[src/design/tkss_pkg.sv]
package tkss_pkg;

    localparam int DIST_W    = 32;
    localparam int LABEL_W   = 32;
    localparam int KCFG_W    = 7;
    localparam int MAX_K_DEF = 64;
    localparam int K_RESET   = 10;
    localparam int ENTRY_W   = DIST_W + LABEL_W;

    typedef enum logic [2:0] {
        S_IDLE,
        S_CHECK,
        S_EVCMP,
        S_RD,
        S_CMP,
        S_EMRD,
        S_EMLD
    } t_state;

    // controller -> datapath
    typedef struct packed {
        logic accept;      // latch the incoming request
        logic grow;        // insert into a free slot: pos <= held, held++
        logic rd_evict;    // read the largest held entry
        logic ins_evict;   // replace largest: pos <= held-1
        logic rd_prev;     // read entry at pos-1
        logic shift;       // mem[pos] <= read data, pos--
        logic place;       // mem[pos] <= new request
        logic rd_emit;     // read entry at emit index
        logic load_out;    // load output register, index++
        logic clear;       // store empties
    } t_cmd;

    // datapath -> controller
    typedef struct packed {
        logic not_full;
        logic pos_zero;
        logic rd_gt;
        logic last_flag;
        logic out_free;
        logic emit_last;
    } t_sts;

endpackage

[src/design/tkss_ctrl.sv]
module tkss_ctrl (
    input  logic           i_clk,
    input  logic           i_rst_n,
    input  logic           i_s_tvalid,
    output logic           o_s_tready,
    input  tkss_pkg::t_sts i_sts,
    output tkss_pkg::t_cmd o_cmd
);

    import tkss_pkg::*;

    t_state r_state;
    t_state n_state;
    t_cmd   cmd;
    t_state done_state;

    always_ff @(posedge i_clk) begin
        if (!i_rst_n) begin
            r_state <= S_IDLE;
        end else begin
            r_state <= n_state;
        end
    end

    always_comb begin
        n_state    = r_state;
        cmd        = '0;
        o_s_tready = 1'b0;
        done_state = i_sts.last_flag ? S_EMRD : S_IDLE;
        case (r_state)
            S_IDLE: begin
                o_s_tready = 1'b1;
                if (i_s_tvalid) begin
                    cmd.accept = 1'b1;
                    n_state    = S_CHECK;
                end
            end
            S_CHECK: begin
                if (i_sts.not_full) begin
                    cmd.grow = 1'b1;
                    n_state  = S_RD;
                end else begin
                    cmd.rd_evict = 1'b1;
                    n_state      = S_EVCMP;
                end
            end
            S_EVCMP: begin
                if (i_sts.rd_gt) begin
                    cmd.ins_evict = 1'b1;
                    n_state       = S_RD;
                end else begin
                    n_state = done_state;
                end
            end
            S_RD: begin
                if (i_sts.pos_zero) begin
                    cmd.place = 1'b1;
                    n_state   = done_state;
                end else begin
                    cmd.rd_prev = 1'b1;
                    n_state     = S_CMP;
                end
            end
            S_CMP: begin
                if (i_sts.rd_gt) begin
                    cmd.shift = 1'b1;
                    n_state   = S_RD;
                end else begin
                    cmd.place = 1'b1;
                    n_state   = done_state;
                end
            end
            S_EMRD: begin
                cmd.rd_emit = 1'b1;
                n_state     = S_EMLD;
            end
            S_EMLD: begin
                cmd.rd_emit = 1'b1;
                if (i_sts.out_free) begin
                    cmd.load_out = 1'b1;
                    if (i_sts.emit_last) begin
                        cmd.clear = 1'b1;
                        n_state   = S_IDLE;
                    end else begin
                        n_state = S_EMRD;
                    end
                end
            end
            default: begin
                n_state = S_IDLE;
            end
        endcase
    end

    assign o_cmd = cmd;

    a_ins_excl: assert property (@(posedge i_clk) disable iff (!i_rst_n)
        !((cmd.shift || cmd.place) && (cmd.load_out || cmd.accept)))
        else $error("store write overlaps request or emit");

    a_place_ends: assert property (@(posedge i_clk) disable iff (!i_rst_n)
        cmd.place && !i_sts.last_flag |=> r_state == S_IDLE)
        else $error("insert did not return to idle");

    a_clear_idle: assert property (@(posedge i_clk) disable iff (!i_rst_n)
        cmd.clear |=> o_s_tready)
        else $error("not ready after batch emitted");

endmodule

[config.mk]
export PLATFORM = sky130hd
export DESIGN_NAME = tkss_ctrl
export DESIGN_NICKNAME = d
export VERILOG_FILES = /design/src/design/tkss_pkg.sv /design/src/design/tkss_ctrl.sv
export SDC_FILE = /design/constraint.sdc
export NUM_CORES = 1
export LEC_CHECK = 0
export BUFFER_PORTS_ARGS = -buffer_cell sky130_fd_sc_hd__buf_2
export CAP_MARGIN = 30
export CORE_AREA = 3 3 40 42
export DETAILED_ROUTE_END_ITERATION = 6
export DIE_AREA = 0 0 43 45
export PLACE_DENSITY = 0.56
export SKIP_CTS_REPAIR_TIMING = 1
export SLEW_MARGIN = 10
export SYNTH_ARGS = -nofsm -noshare
export SYNTH_HDL_FRONTEND = slang
export SYNTH_SLANG_ARGS = --single-unit
[constraint.sdc]
create_clock -name i_clk -period 1.5 [get_ports i_clk]
set_clock_uncertainty 0.05 [all_clocks]
set_input_delay 0.15 -clock i_clk [delete_from_list [all_inputs] [get_ports i_clk]]
set_output_delay 0.15 -clock i_clk [all_outputs]
set_load 0.02 [all_outputs]
## Word-level counts from Yosys, hierarchy flattened

Index checks and enable logic that the tools add are counted.

- Logic and storage cells: 39
- Memories kept: 0
- Bits in latches: 0
- Register bits: 3
- Memory bits (read-only): 0
- Output and inout bits: 11
- Memory bits (writable): 0
- Input bits: 9

- Muxes and demuxes: 26
- Bitwise gates (word level): 0
- Div/mod/pow operators: 0
- Shifts and indexed selects: 0
- Order comparisons: 0
- Multipliers: 0
- $add $sub $neg: 0
- Eq/ne operators: 8
- Reductions and logical operators: 4

Operator list:

| operator | number |
|---|---|
| $mux 3 | 6 |
| $pmux 3 s6 | 1 |
| $mux 1 | 15 |
| $eq 3x3->1 const B | 3 |
| $eq 3x2->1 const B | 2 |
| $mux 2 | 3 |
| $ne 2x2->1 const B | 2 |
| $reduce_or 2->1 | 2 |
| $eq 3x1->1 const B | 1 |
| $logic_not 3->1 | 1 |
| $pmux 1 s2 | 1 |
| $reduce_and 2->1 | 1 |

## Logic depth before layout (Yosys ltp)

Gate-level depths: netlist of the first run.

- Depth in word-level cells: 3
- Depth in mapped cells: 5
- Mapped depth without buffers: 4

## Worst setup path before layout of the first run

No wires, ideal clock.

- Path type: flip-flop to output port
- From: register r_state[0]
- To: output port o_cmd[8] in the netlist's numbering
- Stages on the path, launching flop included: 3
- Required time: 1.300 ns
- Arrival time: 1.312 ns
- Path buffers: 1
- Slack: -0.012 ns
- Cell sequence: dfxtp_1 > buf_2 > nor4bb_1

RTL lines:

| what | RTL line | text |
|---|---|---|
| start, declared | tkss_ctrl.sv:12 | `t_state r_state;` |
| start signal, assigned | tkss_ctrl.sv:21 | `r_state <= n_state;` |
| end, declared | tkss_ctrl.sv:7 | `output tkss_pkg::t_cmd o_cmd` |

==> metrics.txt, run 1 <==
leading area contributor after synthesis dfxtp_1; Power Internal between 0.2 and 0.3 mW; GRT Util Overall 10.9%; sw frac 38.6%; Die Y between 40 and 50 um; Initial Util 27.1%; Placer Congestion 0.702; Synth top area share 17.3%; # diodes 0; Final Hold Viols 0; Post-synth ARST share 0%; CP max FO 10; Fmax 711 MHz; Pwr Total 0.474 mW; post-route ant nets 0; Most flops, register r_state; Pre-antenna DRT Iters 3; Startpoint Class flop; Clock Tree Buf Depth 2; Worst Hold Launch i_rst_n; Largest regs r_state x3; Synth Net Count 57; layout net count just under 80; Peak VDD IR 406 uV; reg2reg path depth 4; first-pass GRT wire length 1610 um; WP depth 3; Post-Syn Instances 48; vias in the first global route 366; CP delay by family, top flip-flops; Routed WL per cell 10.8 um; arrival time at the worst endpoint 1.21 ns; fin area 510 um^2; Mapped Area roughly 350 um^2; dominant cells by area after synthesis dfxtp_1, nand2b_1, nor2_1, and2_1, nor2b_1; Crit path buffers/inverters 2; final WL 906 um; Critical Path Source r_state[2]; Placement Rows 13; Reg clk slew, reported paths 0.04 ns; total gr overflow 0; syn avg cell area 7.25 um^2; Period minus WS final between 1 and 1.5 ns; r2r endpoint r_state[0]; CTS sink count 3; slew margin rel. 76.9%; Leakage 0.244 nW; HP Class input port to flop; core area 0.00128 mm^2; crit-path max cell delay 0.38 ns; H-tree levels 1; I/O Pins 20; number of buffers created by CTS 3; CTS tree yes; Net Sw Power 0.183 mW; register bit total from synthesis 3; RSZ-0062 raised after global routing false; max-cap viol count 0; Layout area overhead 46.8%; Final Util 39.7%; Power Density 929 mW/mm^2; RR Startpoint r_state[2]; placed wire-length estimate 670 um; Clock power frac 29.0%; Seq/Total Area, Yosys 17.3%; Port Buffers 19; Critical Path End Type output port; initial antenna violation count 0; die footprint 0.00194 mm^2; Root Driver clkbuf_4; CP Cell Sequence buf_4 -> nor4bb_2 -> buf_2; WHS Path Cells 3; Slowest-stage cell, CP dfxtp_2; placed cell area about 460 um^2; share of cells above drive strength 1 between 40% and 50%; vias per cell approximately 5; status finished, final reports clean; Cell variety after synth 28; worst skew pair latency 0.23 ns; Logic pwr share 40.4%; Final period util between 90% and 100%; Setup TNS 0 ns; yosys warns 0; hold path endpoint r_state[1]; WS Path Type flop to output port; Starting DRT DRC Count 8; pin count of the biggest net entering global routing 17; Req. time, crit path 1.30 ns; Worst Tran Pin Value 0.342 ns; drc violations 0; proportion of power drawn by flip-flops and latches 30.6%; fillers 148; vias post-DR 414; Chip Width 43 um; R2R Setup Slk approximately 0.26 ns; max-slew violations 0; max reg flops 3; ys flop type dfxtp_1; number of flops mapped to enable cells by yosys 0; setup violators final 0
[through the flow]
stage	setup WS (ns)	std cells	hold WS, ns
CTS	-0.106	84	0.115
finish	0.0930	84	0.114
floorplan	0.0487	48	0.229
global route	0.0116	84	0.125
detailed placement	0.116	80	0.362
global placement	0.139	80	0.362
[Yosys cell counts, types with 2 or more instances]
library cell	count
a211o_1	2
a211oi_1	2
a21o_1	2
and2_1	3
dfxtp_1	3
nand2_1	2
nand2b_1	6
nor2_1	6
nor2b_1	3
[worst register-to-register path: stages, from the launching register on]
cell and delay [ns]:
dfxtp_2 0.45, nor2_1 0.10, a21o_1 0.16, a211o_1 0.28
a31oi_1 0.13
[cells in the final DEF (no fill, tap or decap), types with 2 or more instances in the layout]
cell type  netlist  routed
buf_2            1      19
nor2_1           6       6
nand2b_1         6       5
and2_1           3       3
clkbuf_4         0       3
nand2_1          2       2
nor2b_2          0       2
a21o_1           2       2
a211o_1          2       2
a211oi_1         2       2
dfxtp_4          0       2
[cell type report]
cell class | count | area, um^2 | share of cell area, %
clock buffers | 4 | 26.3 | 5.15
inverters | 1 | 3.75 | 0.735
multi-input cells | 41 | 290 | 56.9
flip-flops and latches | 3 | 68.8 | 13.5
well taps | 15 | 18.8 | 3.68
repair buffers | 20 | 103 | 20.1
[per-layer routing]
metal	track usage, %	vias up	part of all wire [%]
li1	-	215	-
met1	14.4	192	45
met2	15.9	7	51
met3	3.59	0	4.3
met4	5.42	0	0
met5	0	-	0
[power groups by stage]
stage	Combinational [mW]	Sequential, mW	Clock [mW]
2_1_floorplan	0.169	0.105	0
3_3_place_gp	0.186	0.135	0
3_5_place_dp	0.186	0.135	0
4_1_cts	0.186	0.133	0.147
5_1_grt	0.213	0.151	0.162
6_report	0.192	0.145	0.137
[cell families after synthesis]
family                 share of synthesized area (%)
flip-flops                                      17.3
AO/OA/AOI/OAI                                   29.9
buffers and inverters                           7.91
XOR/XNOR                                        2.52
AND/OR/NAND/NOR                                 42.4
[how the worst max path moves through the flow]
stage	endpoint	slack, ns
2_1_floorplan	o_cmd[9]	0.05
3_3_place_gp	o_cmd[0]	0.14
3_5_place_dp	r_state[0]	0.12
4_1_cts	o_cmd[0]	-0.11
5_1_grt	o_cmd[7]	0.01
6_report	o_cmd[8]	0.09
(Power assumes the default switching activity.)
==> run 2, diff against run 1 <==
--- a/config.mk
+++ b/config.mk
@@ -11,6 +11,7 @@
 export DETAILED_ROUTE_END_ITERATION = 6
 export DIE_AREA = 0 0 43 45
 export PLACE_DENSITY = 0.56
+export SETUP_SLACK_MARGIN = 0.1
 export SKIP_CTS_REPAIR_TIMING = 1
 export SLEW_MARGIN = 10
 export SYNTH_ARGS = -nofsm -noshare
==> run 2 against run 1 <==
Register-to-register slack worse by 0.12 ns. Sequential power shrank 8%. Sequential share of layout area fell by 1.9 points. Critical path type unchanged.
==> metrics.txt, run 2 (synthesis gave the netlist of run 1 again) <==
status finished, final reports clean; Final Hold Viols 0 (unchanged); Worst Tran Pin Value 0.402 ns (+0.0595 ns); Pre-antenna DRT Iters 2 (-1); Root Driver clkbuf_4; initial antenna violation count 0 (unchanged); Req. time, crit path 1.30 ns (about the same); vias in the first global route 380 (+3.8%); placed wire-length estimate 677 um (+0.92%); worst skew pair latency 0.23 ns (about the same); RR Startpoint r_state[0]; crit path to o_cmd[7]; most frequent cells in the layout buf_2, nor2_1, buf_4; Layout area overhead 76.6%; Peak VDD IR 449 uV (+11%); final WL 1060 um (+17%); Final Util 47.8% (+8.1 points); post-route ant nets 0 (unchanged); layout net count 84 (+6.3%); Routed WL per cell 12.0 um (+11%); Clock power frac 25.5% (-3.5 points); Leakage 0.287 nW (+17%); Logic pwr share 50.1% (+9.7 points); max-slew violations 0 (unchanged); Initial Util 27.1% (unchanged); share of cells above drive strength 1 54.1% (+6.2 points); vias per cell 4.97 (+0.77%); # diodes 0 (unchanged); WS Path Type flop to output port; drc violations 0 (unchanged); Chip Width 43 um (unchanged); Critical Path End Type output port; Net Sw Power 0.209 mW (+14%); CTS tree yes; sw frac 38.0% (-0.61 points); number of buffers created by CTS 3 (unchanged); CP max FO 6 (-4); Die Y 45 um (unchanged); most common cell after layout, fill and taps aside buf_2; GRT Util Overall 10.2% (-0.66 points); proportion of power drawn by flip-flops and latches 24.4% (-6.2 points); Fmax 722 MHz (+1.6%); arrival time at the worst endpoint 1.18 ns (-0.03 ns); total gr overflow 0 (unchanged); vias post-DR 442 (+6.8%); H-tree levels 1 (unchanged); Final period util 92.3% (-1.5 points); max-cap viol count 0 (unchanged); max reg flops 3 (unchanged); Placer Congestion 0.680 (-3.1%); Clock Tree Buf Depth 2 (unchanged); RSZ-0062 raised after global routing true; Reg clk slew, reported paths 0.03 ns (about the same); first-pass GRT wire length 1470 um (-8.6%); HP Class input port to flop; slew margin rel. 72.9% (-4.0 points); Port Buffers 19 (unchanged); Largest regs r_state x3; die footprint 0.00194 mm^2 (unchanged); Starting DRT DRC Count 5 (-3); Startpoint Class flop; core area 0.00128 mm^2 (unchanged); Power Internal 0.340 mW (+17%); r2r endpoint r_state[2]; Power Density 894 mW/mm^2 (-3.8%); Critical Path Source r_state[1]; R2R Setup Slk 0.14 ns (-0.12 ns); pin count of the biggest net entering global routing 17 (unchanged); I/O Pins 20 (unchanged); reg2reg path depth 4 (unchanged); CTS sink count 3 (unchanged); Placement Rows 13 (unchanged); Most flops, register r_state; setup violators final 0 (unchanged); Period minus WS final 1.38 ns (-0.0226 ns); Setup TNS 0 ns (unchanged)
==> run 2: changes by cell type in the layout (fill, tap and decap cells not counted), sizes merged <==
cell and delta:
buf +3, clkbuf +2
==> run 2: how the worst min path moves through the flow <==
stage                     startpoint    endpoint  depth (start not counted)
after CTS                    i_rst_n  r_state[1]                          3
after global routing         i_rst_n  r_state[1]                          3
after floorplan              i_rst_n  r_state[1]                          2
after global placement       i_rst_n  r_state[1]                          3
after detailed placement     i_rst_n  r_state[1]                          3
final                        i_rst_n  r_state[1]                          3
==> run 2: worst max-delay path, cell delays in order, from the launching register on <==
cell and delay (ns):
dfxtp_4 0.36, buf_6 0.13, nor4b_4 0.28, buf_4 0.18
==> run 2: final cells by class <==
cell class / count / area (um^2)
Clock buffer: 4 / 26.3
Fill cell: 136 / 671
Inverter: 1 / 3.75
Multi-Input combinational cell: 41 / 333
Sequential cell: 3 / 71.3
Tap cell: 15 / 18.8
Timing Repair Buffer: 25 / 161
==> run 2: layer usage <==
layer  share of wire (%)  global-route usage, %  routed length [um]
met1                  38                   11.3                 402
met2                  57                   17.1                 605
met3                 3.9                   1.59                  42
met4                 1.3                   9.04                  14
met5                   0                      0                   0
==> run 2: power by group through the flow <==
stage / sequential, mW / combinational (mW) / clock (mW)
floorplan: 0.107 / 0.171 / 0
finish: 0.134 / 0.275 / 0.140
global placement: 0.133 / 0.199 / 0
global route: 0.136 / 0.297 / 0.155
CTS: 0.132 / 0.200 / 0.150
detailed placement: 0.133 / 0.199 / 0
==> run 2: through the flow <==
step	power, mW	instance area [um^2]	setup slack [ns]	hold WS [ns]	std cells
floorplan	0.278	365	0.0718	0.229	48
global placement	0.332	470	0.144	0.368	81
detailed placement	0.332	470	0.127	0.365	81
CTS	0.481	497	-0.129	0.117	85
global route	0.588	614	0.0568	0.127	89
finish	0.549	614	0.116	0.117	89
==> run 3, diff against run 2 <==
--- a/config.mk
+++ b/config.mk
@@ -7,12 +7,16 @@
 export LEC_CHECK = 0
 export BUFFER_PORTS_ARGS = -buffer_cell sky130_fd_sc_hd__buf_2
 export CAP_MARGIN = 30
-export CORE_AREA = 3 3 40 42
+export CELL_PAD_IN_SITES_DETAIL_PLACEMENT = 2
+export CELL_PAD_IN_SITES_GLOBAL_PLACEMENT = 2
+export CORE_ASPECT_RATIO = 0.75
+export CORE_MARGIN = 3
+export CORE_UTILIZATION = 20
 export DETAILED_ROUTE_END_ITERATION = 6
-export DIE_AREA = 0 0 43 45
-export PLACE_DENSITY = 0.56
+export PLACE_DENSITY = 0.77
 export SETUP_SLACK_MARGIN = 0.1
 export SKIP_CTS_REPAIR_TIMING = 1
+export SKIP_LAST_GASP = 1
 export SLEW_MARGIN = 10
 export SYNTH_ARGS = -nofsm -noshare
 export SYNTH_HDL_FRONTEND = slang
==> run 3 against run 2 <==
Critical path depth unchanged. Utilization down 7.0 points. Die area up 18%. Highest routed layer unchanged. Via count up 9.0%.
==> metrics.txt, run 3 (synthesis gave the netlist of run 1 again) <==
post-route non-filler standard cell count 98 (+10%); Min Hold Slack 0.151 ns (+0.0340 ns); HP Class input port to flop; max-slew violations 0 (unchanged); first-pass GRT wire length 1840 um (+25%); Clock Tree Buf Depth 2 (unchanged); sw frac 39.2% (+1.2 points); fin area 637 um^2 (+3.7%); Final Hold Viols 0 (unchanged); drc violations 0 (unchanged); Port Buffers 19 (unchanged); H-tree levels 1 (unchanged); Placement Rows 12 (-1); CP Cell Sequence buf_4 -> o32ai_2 -> buf_4; CTS sink count 3 (unchanged); slew margin rel. 79.8% (+6.9 points); vias post-DR 482 (+9.0%); total gr overflow 0 (unchanged); initial antenna violation count 0 (unchanged); Placer Congestion 0.719 (+5.7%); number of buffers created by CTS 3 (unchanged); Starting DRT DRC Count 5 (unchanged); Startpoint Class flop; Root Driver clkbuf_4; # diodes 0 (unchanged); cell mode on critical path buf_4; RSZ-0062 raised after global routing true; CTS tree yes; I/O Pins 20 (unchanged); vias per cell 4.92 (-0.97%); Multi-input gate area 320 um^2 (-3.8%); Clock power frac 23.7% (-1.8 points); Slowest-stage cell, CP dfxtp_4; Layout area overhead 83.1%; setup violators final 0 (unchanged); Logic pwr share 54.8% (+4.7 points); max reg flops 3 (unchanged); Critical Path End Type output port; core area 0.00156 mm^2 (+22%); Peak VDD IR 394 uV (-12%); most frequent cells in the layout buf_2, buf_4, nor2_1; crit-path max cell delay 0.35 ns (about the same); Final period util 93.6% (+1.3 points); Pre-antenna DRT Iters 2 (unchanged); worst skew pair latency 0.23 ns (about the same); status finished, final reports clean; vias in the first global route 423 (+11%); die footprint 0.00228 mm^2 (+18%); Chip Width 54.2 um (+26%); CP max FO 5 (-1); Die Y 42.1 um (-6.4%); layout net count 87 (+3.6%); fillers 192 (+41%); GRT Util Overall 10.8% (+0.52 points); max-cap viol count 0 (unchanged); proportion of power drawn by flip-flops and latches 21.6% (-2.8 points); share of cells above drive strength 1 55.8% (+1.8 points); Largest regs r_state x3; post-route ant nets 0 (unchanged); Req. time, crit path 1.30 ns (about the same); WS Path Type flop to output port; Power Internal 0.359 mW (+5.5%); Most flops, register r_state; Routed WL per cell 17.0 um (+42%); Net Sw Power 0.232 mW (+11%); Worst Tran Pin Value 0.299 ns (-0.103 ns); most common cell after layout, fill and taps aside buf_2; final WL 1670 um (+56%); Power Density 928 mW/mm^2 (+3.8%); Fmax 712 MHz (-1.4%); placed wire-length estimate 916 um (+35%); arrival time at the worst endpoint 1.20 ns (+0.02 ns); pin count of the biggest net entering global routing 17 (unchanged); Leakage 0.299 nW (+4.2%); Period minus WS final 1.40 ns (+0.0195 ns); placed cell area 470 um^2 (unchanged); placed cells 86 (+6.2%); Initial Util 22.3% (-4.8 points); Reg clk slew, reported paths 0.04 ns (about the same); Setup TNS 0 ns (unchanged); Reg area 71.3 um^2 (unchanged); Pwr Total 0.591 mW (+7.6%)
## run 3: per-stage QoR
stage / worst slack [ns] / utilization [%]
global route: 0.0467 / 40.8
finish: 0.0961 / 40.8
CTS: -0.169 / 31.8
detailed placement: 0.0471 / 30.1
floorplan: 0.0718 / -
global placement: 0.117 / 30.1
## run 3: final cells by class
| class | count | area share [%] |
|---|---|---|
| sequential | 3 | 11.2 |
| clock buffer | 4 | 4.13 |
| multi-input combinational | 41 | 50.3 |
| inverter | 1 | 0.589 |
| timing repair buffer | 28 | 29.7 |
| tap | 21 | 4.13 |
## run 3: path summary, 6_finish.rpt
kind,from,endpoint,cells past startpoint,slack [ns]
min reg2reg,r_state[2],r_state[1],2,0.62
max reg2reg,r_state[2],r_state[0],5,0.18
max,r_state[0],o_cmd[3],3,0.1
min,i_rst_n,r_state[1],3,0.15
## run 3: layer usage
metal | GRT usage (%) | routed length (um) | vias up | part of all wire (%)
met2 | 15.8 | 901 | 8 | 54
met3 | 1.07 | 29 | 2 | 1.7
met1 | 14.9 | 707 | 240 | 42
li1 | - | - | 232 | -
met5 | 0 | 0 | - | 0
met4 | 5.97 | 27 | 0 | 1.6
## run 3: worst max-delay path, delay by kind of cell (launching register included)
| kind | cells | cell delay [ns] |
|---|---|---|
| DFF | 1 | 0.35 |
| AOI/OAI and AO/OA | 1 | 0.27 |
| buffers and inverters | 2 | 0.35 |
## run 3: power by group through the flow
stage | combinational [mW] | clock [mW] | sequential (mW)
floorplan | 0.171 | 0 | 0.107
global placement | 0.192 | 0 | 0.137
detailed placement | 0.196 | 0 | 0.138
CTS | 0.197 | 0.148 | 0.137
global route | 0.349 | 0.155 | 0.130
finish | 0.324 | 0.140 | 0.127
